[src/batt_uv_pkg.sv]
// ----------------------------------------------------------------------------
// batt_uv_pkg: battery undervoltage shutdown shared definitions
// Payload structs, register indexes and the timing constants of the supervisor.
// ----------------------------------------------------------------------------
package batt_uv_pkg;

  // Timing, in control ticks
  localparam int SHUTDOWN_TICKS    = 10000;
  localparam int WARN_PERIOD_TICKS = 1000;
  localparam int DISCHARGE_TICKS   = 800;

  localparam int WARN_PHASE      = WARN_PERIOD_TICKS / 10;
  localparam int SERVO_OFF_TICKS = SHUTDOWN_TICKS / 2;
  localparam int CONFIRM_COUNT   = 5;
  // seconds_left on a warning tick is SECS_BASE minus whole periods counted
  localparam int SECS_BASE       = (SHUTDOWN_TICKS - WARN_PHASE) / WARN_PERIOD_TICKS;

  localparam int VOLT_W  = 12;
  localparam int SECS_W  = 4;
  localparam int CNT_W   = 15;
  localparam int PHASE_W = $clog2(WARN_PERIOD_TICKS);
  localparam int QUOT_W  = $clog2(SHUTDOWN_TICKS / WARN_PERIOD_TICKS + 2);
  localparam int CFG_IDX_W = 1;

  localparam logic [SECS_W-1:0] SECS_MAX = '1;

  typedef enum logic [CFG_IDX_W-1:0] {
    REG_IDLE_VOLTAGE      = 1'b0,
    REG_USB_FLOOR_VOLTAGE = 1'b1
  } cfg_reg_t;

  typedef struct packed {
    logic [VOLT_W-1:0] idle_voltage;
    logic [VOLT_W-1:0] usb_floor_voltage;
  } cfg_t;

  typedef struct packed {
    logic [VOLT_W-1:0] battery_sample;
    logic              halt_request;
    logic              servos_on;
  } in_item_t;

  typedef struct packed {
    logic              power_enable;
    logic              power_restored;
    logic              power_cut;
    logic              cut_by_halt;
    logic              warning;
    logic [SECS_W-1:0] seconds_left;
    logic              mission_stop;
    logic              servo_disable;
  } out_item_t;

endpackage

[src/batt_uv_core.sv]
// ----------------------------------------------------------------------------
// batt_uv_core: supervisor state and per-tick update
// Holds the off flag, sticky halt and tick counter; evaluates one tick when
// step is high and presents that tick's result combinationally.
// ----------------------------------------------------------------------------
module batt_uv_core (
  input  logic                  clk,
  input  logic                  rst_n,
  input  logic                  step,
  input  batt_uv_pkg::cfg_t     cfg,
  input  batt_uv_pkg::in_item_t item,
  output batt_uv_pkg::out_item_t result
);

  localparam logic signed [batt_uv_pkg::CNT_W-1:0] SHUTDOWN_CNT =
    batt_uv_pkg::CNT_W'(batt_uv_pkg::SHUTDOWN_TICKS);
  localparam logic signed [batt_uv_pkg::CNT_W-1:0] SERVO_OFF_CNT =
    batt_uv_pkg::CNT_W'(batt_uv_pkg::SERVO_OFF_TICKS);
  localparam logic signed [batt_uv_pkg::CNT_W-1:0] DISCHARGE_CNT =
    -(batt_uv_pkg::CNT_W'(batt_uv_pkg::DISCHARGE_TICKS));
  localparam logic signed [batt_uv_pkg::CNT_W-1:0] CONFIRM_CNT =
    batt_uv_pkg::CNT_W'(batt_uv_pkg::CONFIRM_COUNT);
  localparam logic [batt_uv_pkg::PHASE_W-1:0] PHASE_LAST =
    batt_uv_pkg::PHASE_W'(batt_uv_pkg::WARN_PERIOD_TICKS - 1);
  localparam logic [batt_uv_pkg::PHASE_W-1:0] PHASE_WARN =
    batt_uv_pkg::PHASE_W'(batt_uv_pkg::WARN_PHASE);
  localparam logic [batt_uv_pkg::QUOT_W-1:0] SECS_BASE_Q =
    batt_uv_pkg::QUOT_W'(batt_uv_pkg::SECS_BASE);

  logic                                   supply_off_r, supply_off_nxt;
  logic                                   halt_pending_r, halt_pending_nxt;
  logic signed [batt_uv_pkg::CNT_W-1:0]   count_r, count_nxt;
  // count mod period and count / period, tracked alongside while powered
  logic [batt_uv_pkg::PHASE_W-1:0]        phase_r, phase_nxt;
  logic [batt_uv_pkg::QUOT_W-1:0]         quot_r, quot_nxt;

  logic                                   halt;
  logic                                   low_sample;
  logic signed [batt_uv_pkg::CNT_W-1:0]   count_inc;
  logic [batt_uv_pkg::QUOT_W-1:0]         secs_diff;

  always_comb begin
    halt       = halt_pending_r | item.halt_request;
    low_sample = (item.battery_sample < cfg.idle_voltage) &&
                 (item.battery_sample > cfg.usb_floor_voltage);
    count_inc  = count_r + batt_uv_pkg::CNT_W'(1);
    secs_diff  = SECS_BASE_Q - quot_r;

    supply_off_nxt   = supply_off_r;
    halt_pending_nxt = halt;
    count_nxt        = count_r;
    phase_nxt        = phase_r;
    quot_nxt         = quot_r;
    result           = '0;

    if (supply_off_r) begin
      if (count_r < 0) begin
        count_nxt = (count_inc == '0) ? CONFIRM_CNT : count_inc;
      end else if (item.battery_sample >= cfg.idle_voltage) begin
        if (count_r == '0) begin
          supply_off_nxt        = 1'b0;
          halt_pending_nxt      = 1'b0;
          result.power_restored = 1'b1;
        end else begin
          count_nxt = count_r - batt_uv_pkg::CNT_W'(1);
        end
      end
    end else if (low_sample || halt) begin
      count_nxt = count_inc;
      if (phase_r == PHASE_LAST) begin
        phase_nxt = '0;
        quot_nxt  = quot_r + batt_uv_pkg::QUOT_W'(1);
      end else begin
        phase_nxt = phase_r + batt_uv_pkg::PHASE_W'(1);
      end
      // phase_nxt == warn phase means quot_r whole periods already counted
      if (phase_nxt == PHASE_WARN && count_inc < SHUTDOWN_CNT) begin
        result.warning      = 1'b1;
        result.mission_stop = 1'b1;
        result.seconds_left = (secs_diff > batt_uv_pkg::QUOT_W'(batt_uv_pkg::SECS_MAX)) ?
                              batt_uv_pkg::SECS_MAX : secs_diff[batt_uv_pkg::SECS_W-1:0];
        if (count_inc >= SERVO_OFF_CNT && item.servos_on) begin
          result.servo_disable = 1'b1;
        end
      end
      if (count_inc > SHUTDOWN_CNT || halt) begin
        if (item.servos_on) begin
          result.servo_disable = 1'b1;
        end
        result.power_cut   = 1'b1;
        result.cut_by_halt = halt;
        supply_off_nxt     = 1'b1;
        count_nxt          = DISCHARGE_CNT;
        phase_nxt          = '0;
        quot_nxt           = '0;
      end
    end else begin
      count_nxt = '0;
      phase_nxt = '0;
      quot_nxt  = '0;
    end

    result.power_enable = !supply_off_nxt;
  end

  always_ff @(posedge clk) begin
    if (!rst_n) begin
      supply_off_r   <= 1'b0;
      halt_pending_r <= 1'b0;
      count_r        <= '0;
      phase_r        <= '0;
      quot_r         <= '0;
    end else if (step) begin
      supply_off_r   <= supply_off_nxt;
      halt_pending_r <= halt_pending_nxt;
      count_r        <= count_nxt;
      phase_r        <= phase_nxt;
      quot_r         <= quot_nxt;
    end
  end

endmodule

[src/battery_undervoltage_shutdown.sv]
// ----------------------------------------------------------------------------
// battery_undervoltage_shutdown: per-tick battery supervisor
//
//   channel   direction  handshake             payload
//   in_       input      in_valid / in_ready   in_data  (batt_uv_pkg::in_item_t)
//   out_      output     out_valid / out_ready out_data (batt_uv_pkg::out_item_t)
//   cfg_      input      cfg_we                cfg_index, cfg_wdata
//
// One transaction per cycle sustained while out_ready stays high; each input is
// registered twice, in the input register and then in the result register.
// The state update sits between those two registers and runs once per tick.
// rst_n is synchronous: both stages empty, powered, no halt, count zero,
// registers at their defaults. A stalled out_ready holds the result and backs
// up into the input register before in_ready drops.
// ----------------------------------------------------------------------------
module battery_undervoltage_shutdown (
  input  logic                                  clk,
  input  logic                                  rst_n,
  input  logic                                  in_valid,
  output logic                                  in_ready,
  input  batt_uv_pkg::in_item_t                 in_data,
  output logic                                  out_valid,
  input  logic                                  out_ready,
  output batt_uv_pkg::out_item_t                out_data,
  input  logic                                  cfg_we,
  input  logic [batt_uv_pkg::CFG_IDX_W-1:0]     cfg_index,
  input  logic [batt_uv_pkg::VOLT_W-1:0]        cfg_wdata
);

  batt_uv_pkg::cfg_t      cfg_r;
  batt_uv_pkg::in_item_t  item_r;
  logic                   item_valid_r;
  batt_uv_pkg::out_item_t res_r;
  logic                   res_valid_r;
  batt_uv_pkg::out_item_t result;
  logic                   advance;

  // stage 1 moves on when the result register is free or being drained
  assign advance  = !res_valid_r || out_ready;
  assign in_ready = !item_valid_r || advance;

  always_ff @(posedge clk) begin
    if (!rst_n) begin
      cfg_r.idle_voltage      <= batt_uv_pkg::VOLT_W'(2048);
      cfg_r.usb_floor_voltage <= batt_uv_pkg::VOLT_W'(1034);
    end else if (cfg_we) begin
      case (cfg_index)
        batt_uv_pkg::REG_IDLE_VOLTAGE:      cfg_r.idle_voltage      <= cfg_wdata;
        batt_uv_pkg::REG_USB_FLOOR_VOLTAGE: cfg_r.usb_floor_voltage <= cfg_wdata;
        default: ;
      endcase
    end
  end

  always_ff @(posedge clk) begin
    if (!rst_n) begin
      item_valid_r <= 1'b0;
      res_valid_r  <= 1'b0;
    end else begin
      if (in_ready) begin
        item_valid_r <= in_valid;
      end
      if (advance) begin
        res_valid_r <= item_valid_r;
      end
    end
  end

  always_ff @(posedge clk) begin
    if (in_valid && in_ready) begin
      item_r <= in_data;
    end
    if (advance && item_valid_r) begin
      res_r <= result;
    end
  end

  batt_uv_core u_core (
    .clk    (clk),
    .rst_n  (rst_n),
    .step   (advance && item_valid_r),
    .cfg    (cfg_r),
    .item   (item_r),
    .result (result)
  );

  assign out_valid = res_valid_r;
  assign out_data  = res_r;

endmodule

[config.mk]
export PLATFORM = sky130hd
export DESIGN_NAME = battery_undervoltage_shutdown
export DESIGN_NICKNAME = d
export VERILOG_FILES = /design/src/batt_uv_pkg.sv /design/src/batt_uv_core.sv /design/src/battery_undervoltage_shutdown.sv
export SDC_FILE = /design/constraint.sdc
export NUM_CORES = 1
export LEC_CHECK = 0
export BUFFER_PORTS_ARGS = -buffer_cell sky130_fd_sc_hd__clkbuf_2
export CAP_MARGIN = 30
export CELL_PAD_IN_SITES_DETAIL_PLACEMENT = 2
export CELL_PAD_IN_SITES_GLOBAL_PLACEMENT = 2
export CORE_MARGIN = 3
export CORE_UTILIZATION = 40
export CTS_CLUSTER_DIAMETER = 100
export DETAILED_ROUTE_END_ITERATION = 8
export PLACE_DENSITY_LB_ADDON = 0.1
export RECOVER_POWER = 100
export SLEW_MARGIN = 10
export SYNTH_ARGS = -nofsm -noshare
export SYNTH_HDL_FRONTEND = slang
export SYNTH_HIERARCHICAL = 1
export SYNTH_SLANG_ARGS = --single-unit
[constraint.sdc]
create_clock -name clk -period 5.5 [get_ports clk]
set_clock_uncertainty 0.2 [all_clocks]
set_input_delay 0.275 -clock clk [delete_from_list [all_inputs] [get_ports clk]]
set_output_delay 0.275 -clock clk [all_outputs]
set_load 0.01 [all_outputs]
Word-level counts from Yosys, hierarchy flattened. Index checks and enable logic that the tools add are counted.

Bits of input ports: 32. Flip-flop bits (word level): 82. Word-level logic and storage cells: 100. Output and inout port bits: 13. Bits in writable memories: 0. Memories: 0. Latch bits: 0. ROM bits: 0.

Order comparisons: 8. Div/mod/pow operators: 0. Equal/unequal tests: 5. Reductions and logical operators: 23. Bitwise logic cells: 7. Add/sub/neg operators: 5. Multipliers: 0. Shift-type cells: 0. Mux-type cells: 32.

Operator list (count): 2-to-1 mux 15 bit (7); 2-to-1 mux 10 bit (5); zero test 15 bit (2); 2-to-1 mux 4 bit (4); adder 15 x 2 -> 15 bit, second input constant (1); greater-or-equal comparator 15 x 14 -> 1 bit, second input constant (1); greater-than comparator 15 bit, second input constant (1); < comparator 15 x 1 -> 1 bit, second input constant (1); < comparator 15 bit, second input constant (1); subtractor 15 x 2 -> 15 bit, second input constant (1); 2-to-1 mux 1 bit (14); greater-or-equal comparator 12 bit (1); greater-than comparator 12 bit (1); < comparator 12 bit (1); adder 10 x 1 -> 10 bit, second input constant (1); == test 10 bit, second input constant (1); == test 10 x 7 -> 1 bit, second input constant (1); != test 3 bit, second input constant (3); OR reduction 3 bit (3); 2-to-1 mux 7 bit (1); inverter 1 bit (6); AND reduction 2 bit (3); AND reduction 3 bit (2); logical AND 1 bit (5); 8 further kinds (13).

Depth between registers and ports, before layout.
Word-level depth: 10. Mapped depth: 13. Mapped depth without buffers: 12.

Modules after synthesis. Netlist, hierarchy kept.

Modules (own cells, without submodules): batt_uv_core (seq. area each 620.6 um^2, times used 1, area each 3590.9 um^2, cells each 490); battery_undervoltage_shutdown (seq. area each 1271.2 um^2, times used 1, area each 1774.2 um^2, cells each 133).

Worst setup path before layout. OpenSTA, ideal clock, no wires.

Kind: register to register. Start point: reg u_core/count_r[0] (netlist name). End point: reg res_r, in the netlist out_data[0], data pin. Data required time: 5.043 ns. Buffers on the path: 2. Arrival time: 2.379 ns. Stages on the path, launching flop included: 12. Setup slack: 2.664 ns. Clock period less this slack: 2.836 ns. Setup time: 0.257 ns. Cell sequence: dfxtp_1 ha_1 buf_6 and3_1 buf_6 a2111oi_4 or3_1 nand4_1 a41o_2 nand4_1 a211oi_1 o2111a_1.

Word-level cells in the longest chain between the ends: 7. Elaborated cells on any way between the ends: 11. Those cells by class: 1 x add/sub; 3 x order compare; 4 x mux; 3 x reduce/logical.

RTL lines: from (decl) (line batt_uv_core.sv:32) `logic signed [batt_uv_pkg::CNT_W-1:0] count_r, count_nxt;`; from (signal assigned) (line batt_uv_core.sv:116) `count_r <= count_nxt;`; adder 15 x 2 -> 15 bit * (line batt_uv_core.sv:46) `count_inc = count_r + batt_uv_pkg::CNT_W'(1);`; greater-or-equal comparator 15 x 14 -> 1 bit (line batt_uv_core.sv:82) `if (count_inc >= SERVO_OFF_CNT && item.servos_on) begin`; logical AND 1 bit (line batt_uv_core.sv:82); 2-to-1 mux 1 bit (line batt_uv_core.sv:82); 2-to-1 mux 7 bit (line batt_uv_core.sv:77) `if (phase_nxt == PHASE_WARN && count_inc < SHUTDOWN_CNT) begin`; 2-to-1 mux 1 bit (line batt_uv_core.sv:87) `if (item.servos_on) begin`; 2-to-1 mux 1 bit * (line batt_uv_core.sv:86) `if (count_inc > SHUTDOWN_CNT || halt) begin`; to (signal assigned) (line battery_undervoltage_shutdown.sv:74) `res_r <= result;`; to (decl) (line battery_undervoltage_shutdown.sv:33) `batt_uv_pkg::out_item_t res_r;`.

Every way passes the cells marked *; elsewhere a longest branch is shown, timed or not. A chain may end at the register's enable or synchronous reset.

Worst setup path after layout.
Start point: reg u_core/count_r[1] (netlist name). End point: reg u_core/count_r[3] (netlist name).

Word-level cells in the longest chain between the ends: 6. Elaborated cells on any way between the ends: 17. Those cells by class: 2 x add/sub; 2 x order compare; 2 x eq/ne; 7 x mux; 4 x reduce/logical.

RTL lines: adder 15 x 2 -> 15 bit (line batt_uv_core.sv:46); greater-than comparator 15 bit (line batt_uv_core.sv:86); logical OR 1 bit (line batt_uv_core.sv:86); 2-to-1 mux 15 bit (line batt_uv_core.sv:86); 2-to-1 mux 15 bit (line batt_uv_core.sv:68) `end else if (low_sample || halt) begin`; 2-to-1 mux 15 bit (line batt_uv_core.sv:56) `if (supply_off_r) begin`.

Several ways; a longest one is shown, not always the timed one. The select of a mux whose other input is x is not followed.

==> results.txt <==
- Period minus WS final: 4350 ps
- Summing the sequential cell areas from Yosys gives between 30% and 40% of the chip area.
- Number of placement rows: 41
- Total via count after detailed routing: around 5000
- Full die area: between 10000 and 15000 sq um
* Clock tree from TritonCTS: yes
- Fraction of power consumed by the clock network: 39.6%
* Cell accounting for the most synthesized area: dfxtp_1
- For the pin with the worst max-slew slack, the measured transition is 2680 ps.
- GR met3 Demand/Resource: around 4.6%
- Summed over all nets, the switching power comes to 0.476 mW.
- Mapped Avg Cell Area: between 8 and 9 sq um
- Initial antenna violation count: 0
- The final-report hold violation count was 0.
- Clock latency of the later-clocked register in the worst-skew pair: roughly 350 ps
- Cells with a size suffix above 1 make up 9.44% of the layout.
- IR analysis of the VDD net gives a maximum drop of 0.000207 V.
- Detail-routed net length per standard cell: 23.0 um
- Proportion of power drawn by flip-flops and latches: approximately 43%
- Failing checks: capacitance limit, slew limit
- Type of the tightest min-delay check: in2reg
* Outcome: finished, violations left
- Global placement routability congestion: between 0.8 and 0.9
* Deepest level of the CTS H-tree: 3
- Biggest fanout along the worst timing path: 11
- IO Count: 45
- Cell internal power was estimated by the tool at 1.14 mW.
* Fraction of met1 tracks used by global routing: a little over a third
- The most common cell in the synthesized netlist is nand2_1.
- For this run, the slowest stage of the critical path takes 730 ps.
* DIE HEIGHT: 122 um
- Aggregate negative setup slack: 0 ps
- Synth cell count leaders: nand2_1, dfxtp_1, inv_1
- Cell count after synthesis: around 620
* Number of buffers inserted by port buffering: 44
* Estimated wirelength of the detail-placed design: around 13 mm
- Ratio of routed vias to standard cells: 6.01
* Core Area: 12900 sq um
- Pin count of the biggest net entering global routing: 59
* Cell area after layout: 6110 sq um
* Number of gates resized after cts: 0
* Total routing resource utilization after global routing: 27.1%
- Clock tree sinks: 82
- Buffers added to address setup during post-CTS repair amount to 0.
- Aggregate global routing overflow: 0
* Final layout net count: 737
* Maximum buffer depth of the clock tree: 2
- The repair_antennas step left the layout with diodes totalling 0.
- First-pass detailed-route iteration total: 5
- Slowest CP cell: a211oi_1
- Of the post-synthesis cell area, the dominant cell type holds 21.3%.
- The critical path goes through ha_1, nand3_1, nor3_1, xor2_1, o21ai_0, a41oi_1, a211oi_1, nand2_1, o32ai_1.
- Detailed Route WL: approximately 20 mm
- Number of global-route vias before repair: ~5500
* Power density normalized to cell area: 264 nW/um^2
* Final cell count without fillers: 850
- Met2 track demand over resource: 46.1%
- F_max: about 230 MHz
- Post-synth ARST share: 0%
- Drt drc: 0
- Post-route fraction of the period consumed by the critical path: 79.1%
* Worst path buffer plus inverter count: 0
- Worst EP arrival: between 4000 and 5000 ps
- Clock root buffer master: clkbuf_16
* Hold-fix buffers, CTS: 23
- The first global-routing pass estimated 31.0 mm of wire.
* Leakage power: around 2.3 nW
- Total nets after synthesis: 687
- Once placement completed, the tool counted placed cells totaling 810.
- Relative to the synthesized area, the layout overhead comes to 13.8%.
- In this run switching power makes up approximately 30% of total power.
- Combinational Power Share: approximately 18%
- Number of enable-type register cells in the synthesized netlist: 25
- Drt first-iter violations: 404
* Number of failing setup endpoints in the final timing report: 0
- Ys Warns: 6
- On the critical path the largest part of the delay comes from compound AO/OA/AOI/OAI gates.
- Critical path start-end classification: reg2reg
* Count of state elements after synthesis: 82
- Core utilization of the finished layout: 47.4%
* Element type at the critical path end: register
- Data on the critical path is required at its endpoint by approximately 5600 ps.
- For this configuration, the core starts out at a cell density of between 40% and 50%.
- Placed Area: 5660 sq um
* Dominant cells by area after synthesis: dfxtp_1, edfxtp_1, ha_1, nand2_1, mux2i_1
* Worst-path clk slew: 60 ps
- RSZ-0062 raised after global routing: no
- The worst pin sits at a relative slew slack of -78.7%.
- In this run the horizontal extent of the chip is 122 um.
- Max-capacitance violation count: 1
- In this run, CTS created clock tree buffers numbering 9.
* Number of pins with negative max-slew slack in the final report: 59
- Post-detailed-route count of antenna-violating nets: 0
* Worst setup SP type: register
- Layer with the highest usage after global routing: met2
* Primary flip-flop cell chosen by synthesis mapping: dfxtp_1
* Post-synth design cell area: 5370 sq um
- Number of distinct library cell variants in the gate-level netlist after synthesis: 78
==> placed cells by master, fill, tap and decap left out, types with 6 or more instances in the layout <==
master and n:
nand3b_1 6, nor2_1 28, mux2i_1 21, clkbuf_16 9
o21ai_0 32, inv_1 41, and4_1 6, ha_1 32
clkbuf_2 27, edfxtp_1 25, dlygate4sd3_1 24, and2_1 8
a211oi_1 8, a21oi_1 33, nor4_1 11, xnor2_1 11
nand4_1 17, nor3_1 16, nand2_1 83, nor2b_1 9
o211ai_1 10, clkbuf_1 22, o32ai_1 7, nand3_1 22
xor2_1 10, dfxtp_1 57, o22ai_1 9
==> per-layer routing <==
layer  up-vias  share of wire (%)
met1      2568                 44
met3        37                3.9
met4         0                2.8
met5         -                  0
met2       130                 49
li1       2374                  -
==> power groups by stage <==
stage	combinational (mW)	clock (mW)	sequential (mW)
4_1_cts	0.284	0.646	0.691
2_1_floorplan	0.189	0	0.684
3_5_place_dp	0.265	0	0.703
6_report	0.282	0.640	0.692
3_3_place_gp	0.250	0	0.701
5_1_grt	0.309	0.685	0.696
==> per-stage QoR <==
step	setup slack, ps	power [mW]	hold slack [ps]
6_report	1150	1.61	9.91
5_1_grt	781	1.69	49.8
3_3_place_gp	1790	0.951	244
4_1_cts	1880	1.62	3.14
3_5_place_dp	2010	0.968	252
2_1_floorplan	2660	0.873	174
==> area by class of cell <==
class | count | area, sq um
Timing Repair Buffer | 77 | 488
Inverter | 42 | 159
Sequential cell | 82 | 1890
Clock inverter | 4 | 48.8
Clock buffer | 12 | 256
Tap cell | 172 | 215
Fill cell | 1414 | 6770
Multi-Input combinational cell | 461 | 3050
==> final timing paths <==
kind	start	endpoint	slack, ps	depth (start not counted)
worst max-delay path	u_core/count_r[1]	u_core/count_r[3]	1150	9
worst min-delay path	cfg_wdata[2]	cfg_r[2]	10	3
worst min register to register	cfg_r[2]	cfg_r[2]	260	2
worst max register to register	u_core/count_r[1]	u_core/count_r[3]	1150	9
==> flip-flops by register name, summed over array words and instances, names as in the netlist <==
name	count
cfg_r	24
u_core/count_r	15
item_r	14
out_data	11
u_core/phase_r	10
u_core/quot_r	4
item_valid_r	1
out_valid	1
u_core/halt_pending_r	1
u_core/supply_off_r	1
==> logic make-up after synthesis <==
| family | after synthesis | share of synthesized area, % |
|---|---|---|
| XOR/XNOR | 21 | 3.43 |
| adder cells (fa/ha/maj) | 32 | 7.46 |
| buffers and inverters | 80 | 6.74 |
| AO/OA/AOI/OAI | 145 | 19.3 |
| flip-flops | 82 | 35.3 |
| AND/OR/NAND/NOR | 242 | 23.9 |
| multiplexers | 21 | 3.92 |
==> worst min-delay path, cell delays in order <==
cell and delay (ps):
clkbuf_2 80, nand2_1 80, mux2i_1 70
(Power assumes the default switching activity.)
